==> config.mk <==
export PLATFORM = sky130hd
export DESIGN_NAME = multi_function_key_scanner
export DESIGN_NICKNAME = d
export VERILOG_FILES = /design/src/rtl/core/mfks_pkg.sv /design/src/rtl/core/mfks_press.sv /design/src/rtl/core/multi_function_key_scanner.sv
export SDC_FILE = /design/constraint.sdc
export NUM_CORES = 1
export LEC_CHECK = 0
export BUFFER_PORTS_ARGS = -buffer_cell sky130_fd_sc_hd__buf_2
export CORE_MARGIN = 1
export CORE_UTILIZATION = 64
export DETAILED_ROUTE_END_ITERATION = 16
export PLACE_DENSITY = 0.81
export SLEW_MARGIN = 20
export SYNTH_ARGS = -nofsm -noshare
export SYNTH_HDL_FRONTEND = slang
export SYNTH_HIERARCHICAL = 1
export SYNTH_SLANG_ARGS = --single-unit
==> constraint.sdc <==
create_clock -name i_clk -period 6.5 [get_ports i_clk]
set_input_delay 0.975 -clock i_clk [delete_from_list [all_inputs] [get_ports i_clk]]
set_output_delay 0.975 -clock i_clk [all_outputs]
set_load 0.005 [all_outputs]
==> src/rtl/core/mfks_pkg.sv <==
// ----------------------------------------------------------------------------
// mfks_pkg
// Types, constants and entry tables of the multi-function key scanner.
// ----------------------------------------------------------------------------
`timescale 1ns / 1ps

package mfks_pkg;

    localparam int NUM_ENTRIES  = 5;
    localparam int NUM_KEY_BITS = 4;
    localparam int COUNT_WIDTH  = 16;

    localparam int ENTRY_W   = $clog2(NUM_ENTRIES + 1);
    localparam int IDX_W     = (NUM_ENTRIES > 1) ? $clog2(NUM_ENTRIES) : 1;
    localparam int KEY_IDX_W = 3;
    localparam int KIND_W    = 3;
    localparam int SHORT_W   = 8;
    localparam int LONG_W    = 16;
    localparam int CMP_W     = ((COUNT_WIDTH > LONG_W) ? COUNT_WIDTH : LONG_W) + 1;
    localparam int CFG_IDX_W = 3;
    localparam int CFG_DATA_W = 16;

    localparam logic [ENTRY_W-1:0] NO_ENTRY = ENTRY_W'(NUM_ENTRIES);

    localparam logic [CFG_IDX_W-1:0] REG_SHORT_DELAY = 3'd0;
    localparam logic [CFG_IDX_W-1:0] REG_REPEAT_INT  = 3'd1;
    localparam logic [CFG_IDX_W-1:0] REG_DOUBLE_WIN  = 3'd2;
    localparam logic [CFG_IDX_W-1:0] REG_LONG_BASE   = 3'd3;

    localparam logic [SHORT_W-1:0] SHORT_DELAY_RST = 8'd3;
    localparam logic [SHORT_W-1:0] REPEAT_INT_RST  = 8'd20;
    localparam logic [SHORT_W-1:0] DOUBLE_WIN_RST  = 8'd30;

    typedef enum logic [KIND_W-1:0] {
        EV_NONE   = 3'd0,
        EV_SHORT  = 3'd1,
        EV_LONG   = 3'd2,
        EV_REPEAT = 3'd3,
        EV_DOUBLE = 3'd4
    } t_event;

    typedef struct packed {
        logic [COUNT_WIDTH-1:0]  hold_count;
        logic                    press_valid;
        logic [NUM_KEY_BITS-1:0] last_pattern;
        logic [ENTRY_W-1:0]      active_entry;
    } t_press_state;

    typedef struct packed {
        t_press_state nxt;
        t_event       kind;
        logic         win_open;
        logic         win_close;
    } t_press_res;

    function automatic logic [NUM_KEY_BITS-1:0] entry_pattern(logic [ENTRY_W-1:0] e);
        logic [NUM_KEY_BITS-1:0] p;
        unique case (e)
            3'd0:    p = NUM_KEY_BITS'(1);
            3'd1:    p = NUM_KEY_BITS'(2);
            3'd2:    p = NUM_KEY_BITS'(4);
            3'd3:    p = NUM_KEY_BITS'(8);
            3'd4:    p = NUM_KEY_BITS'(3);
            default: p = '0;
        endcase
        return p;
    endfunction

    function automatic logic can_long(logic [ENTRY_W-1:0] e);
        return (e <= ENTRY_W'(3));
    endfunction

    function automatic logic can_repeat(logic [ENTRY_W-1:0] e);
        return (e == ENTRY_W'(0));
    endfunction

    function automatic logic can_double(logic [ENTRY_W-1:0] e);
        return (e <= ENTRY_W'(1));
    endfunction

    function automatic logic [LONG_W-1:0] long_reset(logic [ENTRY_W-1:0] e);
        logic [LONG_W-1:0] v;
        unique case (e)
            3'd0:    v = 16'd200;
            3'd1:    v = 16'd250;
            default: v = 16'd300;
        endcase
        return v;
    endfunction

endpackage

==> src/rtl/core/mfks_press.sv <==
// ----------------------------------------------------------------------------
// mfks_press
// Debounce, entry match and short, long, repeat and double-click decisions
// for one scan tick.
// ----------------------------------------------------------------------------
`timescale 1ns / 1ps

module mfks_press
    import mfks_pkg::*;
(
    input  logic [NUM_KEY_BITS-1:0] i_bits,
    input  t_press_state            i_state,
    input  logic [SHORT_W-1:0]      i_short_delay,
    input  logic [SHORT_W-1:0]      i_repeat_interval,
    input  logic [LONG_W-1:0]       i_long_count,
    input  logic                    i_pending,
    output t_press_res              o_res
);

    logic [COUNT_WIDTH-1:0]  hc;
    logic [NUM_KEY_BITS-1:0] lp;
    logic                    pv;
    logic [ENTRY_W-1:0]      ae;
    logic [ENTRY_W-1:0]      id;
    logic [CMP_W-1:0]        sd_x;
    logic [CMP_W-1:0]        lc_x;
    logic [CMP_W-1:0]        rep_sum;
    logic                    ae_ok;

    assign sd_x    = CMP_W'(i_short_delay);
    assign lc_x    = CMP_W'(i_long_count);
    assign rep_sum = lc_x + CMP_W'(i_repeat_interval);
    assign ae_ok   = (i_state.active_entry < NO_ENTRY);

    always_comb begin
        id = NO_ENTRY;
        for (int i = NUM_ENTRIES - 1; i >= 0; i--) begin
            if (entry_pattern(ENTRY_W'(i)) == i_bits) begin
                id = ENTRY_W'(i);
            end
        end
    end

    always_comb begin
        hc = i_state.hold_count;
        lp = i_state.last_pattern;
        pv = i_state.press_valid;
        ae = i_state.active_entry;
        o_res.kind      = EV_NONE;
        o_res.win_open  = 1'b0;
        o_res.win_close = 1'b0;
        if (i_bits != '0) begin
            if (!pv) begin
                if (hc == '0) begin
                    lp = i_bits;
                end else if (lp != i_bits) begin
                    lp = i_bits;
                    hc = '0;
                end
                if (CMP_W'(hc) < sd_x) begin
                    hc = hc + COUNT_WIDTH'(1);
                end
                if (CMP_W'(hc) == sd_x) begin
                    pv = 1'b1;
                    ae = id;
                end else begin
                    ae = NO_ENTRY;
                end
            end else if (ae_ok) begin
                hc = hc + COUNT_WIDTH'(1);
                if (i_bits == lp && CMP_W'(hc) != sd_x) begin
                    if (CMP_W'(hc) == lc_x) begin
                        if (can_long(ae)) begin
                            o_res.kind = EV_LONG;
                        end
                    end else if (rep_sum == CMP_W'(hc)) begin
                        hc = COUNT_WIDTH'(i_long_count);
                        if (can_repeat(ae)) begin
                            o_res.kind = EV_REPEAT;
                        end
                    end
                end
            end
        end else begin
            if (pv && ae_ok && CMP_W'(hc) < lc_x) begin
                if (can_double(ae)) begin
                    if (i_pending) begin
                        o_res.win_close = 1'b1;
                        o_res.kind      = EV_DOUBLE;
                    end else begin
                        o_res.win_open = 1'b1;
                    end
                end else begin
                    o_res.kind = EV_SHORT;
                end
            end
            hc = '0;
            pv = 1'b0;
            lp = '0;
        end
        o_res.nxt.hold_count   = hc;
        o_res.nxt.press_valid  = pv;
        o_res.nxt.last_pattern = lp;
        o_res.nxt.active_entry = ae;
    end

endmodule

==> src/rtl/core/multi_function_key_scanner.sv <==
// ----------------------------------------------------------------------------
// multi_function_key_scanner
// Scan-tick key scanner giving short, long, repeat and double-click events.
// ----------------------------------------------------------------------------
//  Channel   Direction  Handshake            Payload
//  scan      in         i_valid / o_ready    i_key_bits
//  event     out        o_valid / i_ready    o_event_kind, o_key_index
//  config    in         i_cfg_we             i_cfg_idx, i_cfg_data
//
// A request passes through S_EVAL and then S_DONE, and through S_WALK between
// them when the press gives no event and a double-click window is running or
// opens; the window timers are then walked, one timer per cycle through a single
// decrement-and-compare unit. The next request is taken while the last event
// still waits in the output register; a new event waits until that register is
// free. Reset is synchronous and active low and needs no clearing pass.
// ----------------------------------------------------------------------------
`timescale 1ns / 1ps

module multi_function_key_scanner
    import mfks_pkg::*;
(
    input  logic                    i_clk,
    input  logic                    i_rst_n,
    input  logic                    i_valid,
    output logic                    o_ready,
    input  logic [NUM_KEY_BITS-1:0] i_key_bits,
    output logic                    o_valid,
    input  logic                    i_ready,
    output logic [KIND_W-1:0]       o_event_kind,
    output logic [KEY_IDX_W-1:0]    o_key_index,
    input  logic                    i_cfg_we,
    input  logic [CFG_IDX_W-1:0]    i_cfg_idx,
    input  logic [CFG_DATA_W-1:0]   i_cfg_data
);

    typedef enum logic [3:0] {
        S_IDLE = 4'b0001,
        S_EVAL = 4'b0010,
        S_WALK = 4'b0100,
        S_DONE = 4'b1000
    } t_state;

    t_state                  r_state;
    logic [NUM_KEY_BITS-1:0] r_bits;
    logic [SHORT_W-1:0]      r_short_delay;
    logic [SHORT_W-1:0]      r_repeat_interval;
    logic [SHORT_W-1:0]      r_double_window;
    logic [LONG_W-1:0]       r_long_count [NUM_ENTRIES];
    t_press_state            r_press;
    logic                    r_pending [NUM_ENTRIES];
    logic [SHORT_W-1:0]      r_timer [NUM_ENTRIES];
    logic                    r_running;
    logic [IDX_W-1:0]        r_walk;
    logic                    r_found;
    logic                    r_any;
    t_event                  r_kind;
    logic [KEY_IDX_W-1:0]    r_idx;
    logic                    r_out_valid;
    logic [KIND_W-1:0]       r_out_kind;
    logic [KEY_IDX_W-1:0]    r_out_idx;

    logic                    ae_ok;
    logic [IDX_W-1:0]        ae_idx;
    logic [LONG_W-1:0]       lc_sel;
    logic                    pend_sel;
    t_press_res              press_res;
    logic [SHORT_W-1:0]      tmr_cur;
    logic [SHORT_W-1:0]      tmr_dec;
    logic                    do_dec;
    logic [SHORT_W-1:0]      tmr_after;
    logic                    n_any;
    logic                    walk_last;
    logic [CFG_IDX_W-1:0]    long_sel;
    logic                    out_free;

    assign ae_ok    = (r_press.active_entry < NO_ENTRY);
    assign ae_idx   = r_press.active_entry[IDX_W-1:0];
    assign lc_sel   = ae_ok ? r_long_count[ae_idx] : '0;
    assign pend_sel = ae_ok ? r_pending[ae_idx] : 1'b0;

    mfks_press u_press (
        .i_bits            (r_bits),
        .i_state           (r_press),
        .i_short_delay     (r_short_delay),
        .i_repeat_interval (r_repeat_interval),
        .i_long_count      (lc_sel),
        .i_pending         (pend_sel),
        .o_res             (press_res)
    );

    assign tmr_cur   = r_timer[r_walk];
    assign tmr_dec   = tmr_cur - SHORT_W'(1);
    assign do_dec    = !r_found && (tmr_cur != '0);
    assign tmr_after = do_dec ? tmr_dec : tmr_cur;
    assign n_any     = r_any | (tmr_after != '0);
    assign walk_last = (r_walk == IDX_W'(NUM_ENTRIES - 1));
    assign long_sel  = i_cfg_idx - REG_LONG_BASE;
    assign out_free  = !r_out_valid || i_ready;

    assign o_ready      = (r_state == S_IDLE);
    assign o_valid      = r_out_valid;
    assign o_event_kind = r_out_kind;
    assign o_key_index  = r_out_idx;

    always_ff @(posedge i_clk) begin
        if (!i_rst_n) begin
            r_short_delay     <= SHORT_DELAY_RST;
            r_repeat_interval <= REPEAT_INT_RST;
            r_double_window   <= DOUBLE_WIN_RST;
            for (int i = 0; i < NUM_ENTRIES; i++) begin
                r_long_count[i] <= long_reset(ENTRY_W'(i));
            end
        end else if (i_cfg_we) begin
            unique case (i_cfg_idx)
                REG_SHORT_DELAY: r_short_delay     <= i_cfg_data[SHORT_W-1:0];
                REG_REPEAT_INT:  r_repeat_interval <= i_cfg_data[SHORT_W-1:0];
                REG_DOUBLE_WIN:  r_double_window   <= i_cfg_data[SHORT_W-1:0];
                default: begin
                    if (CFG_IDX_W'(long_sel) < CFG_IDX_W'(NUM_ENTRIES)) begin
                        r_long_count[long_sel[IDX_W-1:0]] <= i_cfg_data[LONG_W-1:0];
                    end
                end
            endcase
        end
    end

    always_ff @(posedge i_clk) begin
        if (!i_rst_n) begin
            r_state             <= S_IDLE;
            r_press.hold_count   <= '0;
            r_press.press_valid  <= 1'b0;
            r_press.last_pattern <= '0;
            r_press.active_entry <= NO_ENTRY;
            for (int i = 0; i < NUM_ENTRIES; i++) begin
                r_pending[i] <= 1'b0;
                r_timer[i]   <= '0;
            end
            r_running   <= 1'b0;
            r_walk      <= '0;
            r_found     <= 1'b0;
            r_any       <= 1'b0;
            r_kind      <= EV_NONE;
            r_idx       <= '0;
            r_out_valid <= 1'b0;
        end else begin
            if (r_out_valid && i_ready && r_state != S_DONE) begin
                r_out_valid <= 1'b0;
            end
            unique case (r_state)
                S_IDLE: begin
                    if (i_valid) begin
                        r_bits  <= i_key_bits;
                        r_state <= S_EVAL;
                    end
                end
                S_EVAL: begin
                    r_press <= press_res.nxt;
                    r_kind  <= press_res.kind;
                    r_idx   <= (press_res.kind == EV_NONE) ? '0 :
                               KEY_IDX_W'(r_press.active_entry);
                    if (press_res.win_open) begin
                        r_pending[ae_idx] <= 1'b1;
                        r_timer[ae_idx]   <= r_double_window;
                    end
                    if (press_res.win_close) begin
                        r_pending[ae_idx] <= 1'b0;
                        r_timer[ae_idx]   <= '0;
                    end
                    r_walk  <= '0;
                    r_found <= 1'b0;
                    r_any   <= 1'b0;
                    if (press_res.kind == EV_NONE &&
                        (r_running || press_res.win_open)) begin
                        r_running <= 1'b1;
                        r_state   <= S_WALK;
                    end else begin
                        r_state <= S_DONE;
                    end
                end
                S_WALK: begin
                    if (do_dec) begin
                        r_timer[r_walk] <= tmr_dec;
                        if (tmr_dec == '0) begin
                            r_pending[r_walk] <= 1'b0;
                            r_found           <= 1'b1;
                            r_kind            <= EV_SHORT;
                            r_idx             <= KEY_IDX_W'(r_walk);
                        end
                    end
                    r_any  <= n_any;
                    r_walk <= r_walk + IDX_W'(1);
                    if (walk_last) begin
                        r_running <= n_any;
                        r_state   <= S_DONE;
                    end
                end
                S_DONE: begin
                    if (out_free) begin
                        r_out_valid <= 1'b1;
                        r_out_kind  <= r_kind;
                        r_out_idx   <= r_idx;
                        r_state     <= S_IDLE;
                    end
                end
                default: r_state <= S_IDLE;
            endcase
        end
    end

endmodule

==> run metrics <==
worst hold path type=flip-flop to flip-flop; sequential share of power=roughly half; GRT Max-Usage Layer=met2; Final Setup Violations=0; I/O Pins=36; share of cells above drive strength 1=13.04%; clk sink count=281; Setup crit start kind=flip-flop; fin crit share=87.34%; Slew Viols, Final=0; Max clock buf depth=3; number of remaining DRC errors=0; final non-filler cell total=approximately 1,900; post-CTS setup buffers=0; Syn-to-layout area delta=9.461%; worst slack, placed=slightly above 0.9 ns; pin count of the biggest net entering global routing=53; CTS Hold Buffers Added=0; worst hold-check slack=between 0.4 and 0.5 ns; multi-input gate area in the final layout=around 7700 um^2; leakage=~6.4 nW; outcome=complete, no violations; Pre-antenna DRT Iters=6; DR vias=11,960; vias in the first global route=around 11,000; Comb pwr share=8.1%; Detail Route Antenna Nets=0; count leader, synth=edfxtp_1; gr usage total=30.46%; Critical Path Slowest Stage Cell=dfxtp_2; CTS resizes=0; Fillers=1,701; critical-path cell list=buf_4 > mux4_2 > mux2i_1 > nor2_1 > ha_1 > o21a_1 > o31a_1 > o21a_1 > or3b_2 > a2111oi_1 > o2111ai_1 > or4_4 > nor4_1 > a21o_1 > nor3_1 > o21ai_0 > nor2_1 > a311oi_1 > nor3_1; RSZ-0062 raised after global routing=no; number of cell rows=57; CP Class=flip-flop to flip-flop; # nets final=1,598; number of library cell types mapped by synthesis=between 100 and 150; Synth async-reset ratio=0%; CTS tree=yes; Post-DP HPWL=26,660 um; Slew Limit Headroom=25.46%; wire per inst=20.63 um; Crit path buffers/inverters=1; Worst Path Arrival=6.08 ns; Synth area leaders=edfxtp_1 (39%), dfxtp_1 (9.6%), mux4_2 (5.8%); setup ws final=between 0.8 and 0.9 ns; Max IR drop VDD=0.2523 mV; antenna diode count=0; clock share of power=between 40% and 50%; Yosys top cell by area=edfxtp_1; clk_lat worst skew=0.55 ns; GRT met2 Usage=about 50%; r2r setup slk=0.82 ns; chip height=159.6 um; Mapped Area=15,900 um^2; number of antenna violations at the first check in global routing=0; global-route wire length before repair=61,010 um; core area=24,320 um^2; die area=25,470 um^2; number of max-cap violations=0; Mapped Cells=between 1,000 and 1,500; crit-path leading delay family=simple AND/OR/NAND/NOR gates; routing usage on met1=approximately 43%; total CTS buffers=29; fin util=71.55%; routability cong.=around 0.96; proportion of netlist area held by the largest area contributor=38.72%; vias per cell=6.383; dominant synthesized flop cell=edfxtp_1; CP required=6.91 ns; commonest cells in the netlist=edfxtp_1 (205), nor2_1 (137), nand2_1 (128), a21oi_1 (95), dfxtp_1 (76); placed cell count=between 1,500 and 2,000; P_sw=approximately 0.00092 W; internal power=0.003121 W; initial core utilization=65.37%; CP endpoint kind=flip-flop; Min Clock Period, post-route=5.677 ns; Fin. Hold Viols=0; TNS Setup=0 ns; M3 GR Usage=3.985%; Iter 0 DRT Violations=1,287; buffers added on ports=35; register area share after synthesis=48.30%; critical path's largest stage delay=about 0.76 ns; CP Max Fanout=30; Clock transition at path regs=about 0.06 ns; root buf cell=clkbuf_16; Sequential cell area=between 7000 and 8000 um^2; Power Density=232.0 nW/um^2; EDFF count, synth=205; Least-Margin Pin Slew=roughly 1.1 ns; H-tree Lvls=1; sw frac=between 20% and 30%; global route overflow=0; Yosys warnings=6; clk_skew=0.01257 ns; Routed Wire Length=38,640 um; Post-Syn Area per Cell=10.82 um^2; Peak Freq=176.1 MHz; synthesized flop and latch total=~280; Die W=159.6 um
==> flip-flops by register name, indices dropped and copies added, names as in the netlist, named ones only <==
name	count
r_state	4
r_long_count	128
r_press	21
r_short_delay	8
r_pending	8
r_repeat_interval	8
r_kind	3
r_timer	64
o_event_kind	3
r_bits	4
r_found	1
r_running	1
r_double_window	8
o_key_index	3
r_any	1
o_valid	1
r_idx	3
r_walk	3
ae_idx	3
==> power by group through the flow <==
stage	logic (W)	clock network, W	registers (W)
after floorplan	0.000235	0	0.00206
after global placement	0.000313	0	0.00207
after CTS	0.000323	0.00168	0.00204
after global routing	0.000356	0.00175	0.00205
final	0.000328	0.00167	0.00204
after detailed placement	0.000320	0	0.00208
==> metrics by stage <==
stage	cell area (um^2)	power, W
6_report	17400	0.004038
5_1_grt	17400	0.004158
4_1_cts	17400	0.004045
3_5_place_dp	16440	0.002398
3_3_place_gp	16440	0.002387
2_1_floorplan	16070	0.002291
==> layout make-up <==
class,instances,area share (%)
Clock buffer,40,4.638
Clock inverter,14,0.8988
Inverter,65,1.402
Multi-Input combinational cell,1085,44.34
Sequential cell,281,44.13
Tap cell,324,2.330
Timing Repair Buffer,64,2.258
==> per-layer routing <==
metal  part of all wire [%]  wire [um]  vias to the layer above
met5                      0          0                        -
met4                    2.5        948                        0
met2                     47      18160                      568
met3                    7.9       3062                       77
met1                     43      16470                     5819
li1                       -          -                     5492
==> worst reg2reg max path, cell delays in order (launching register included) <==
cell	delay [ns]
dfxtp_2	0.76
buf_4	0.42
mux4_2	0.54
mux2i_1	0.15
nor2_1	0.08
ha_1	0.38
o21a_1	0.14
o31a_1	0.11
o21a_1	0.18
or3b_2	0.44
a2111oi_1	0.40
o2111ai_1	0.19
or4_4	0.64
nor4_1	0.27
a21o_1	0.15
nor3_1	0.07
o21ai_0	0.15
nor2_1	0.10
a311oi_1	0.27
nor3_1	0.09
==> path summary, 6_finish.rpt <==
kind / start / end / cells past startpoint
max: flip-flop / r_running / 19
min: r_idx[1] / o_key_index[1] / 0
max reg2reg: flip-flop / r_running / 19
min reg2reg: r_idx[1] / o_key_index[1] / 0
==> cell families (layout without fill, tap and decap cells) <==
logic type | after synthesis | count (layout) | share of synthesized area (%)
AOI/OAI and AO/OA | 265 | 265 | 10.67
xor gates and xnor gates | 67 | 67 | 4.266
adders and majority gates | 44 | 44 | 3.510
buffers and inverters | 150 | 183 | 4.384
DFF | 281 | 281 | 48.30
muxes | 94 | 94 | 10.32
other | 1 | 48 | 0.02359
and+or+nand+nor | 567 | 567 | 18.53
==> cells in the final DEF (no fill, tap or decap), types with 14 or more instances in the layout <==
cell type,Yosys,final
a21oi_1,95,95
mux4_2,41,41
or3_1,15,15
nand3_1,67,67
dfxtp_1,76,75
ha_1,43,43
nor4_1,16,16
and2_1,74,74
buf_4,6,29
a31oi_1,19,19
nor3_1,25,25
xnor2_1,46,46
nand2b_1,21,21
o21a_1,19,19
clkbuf_16,0,29
mux2i_1,34,34
xor2_1,14,14
edfxtp_1,205,205
buf_2,16,35
nor2_1,137,137
nand2_1,128,128
conb_1,1,48
o21ai_0,44,41
inv_1,63,63
No activity file was read; power rests on OpenSTA's default activity.
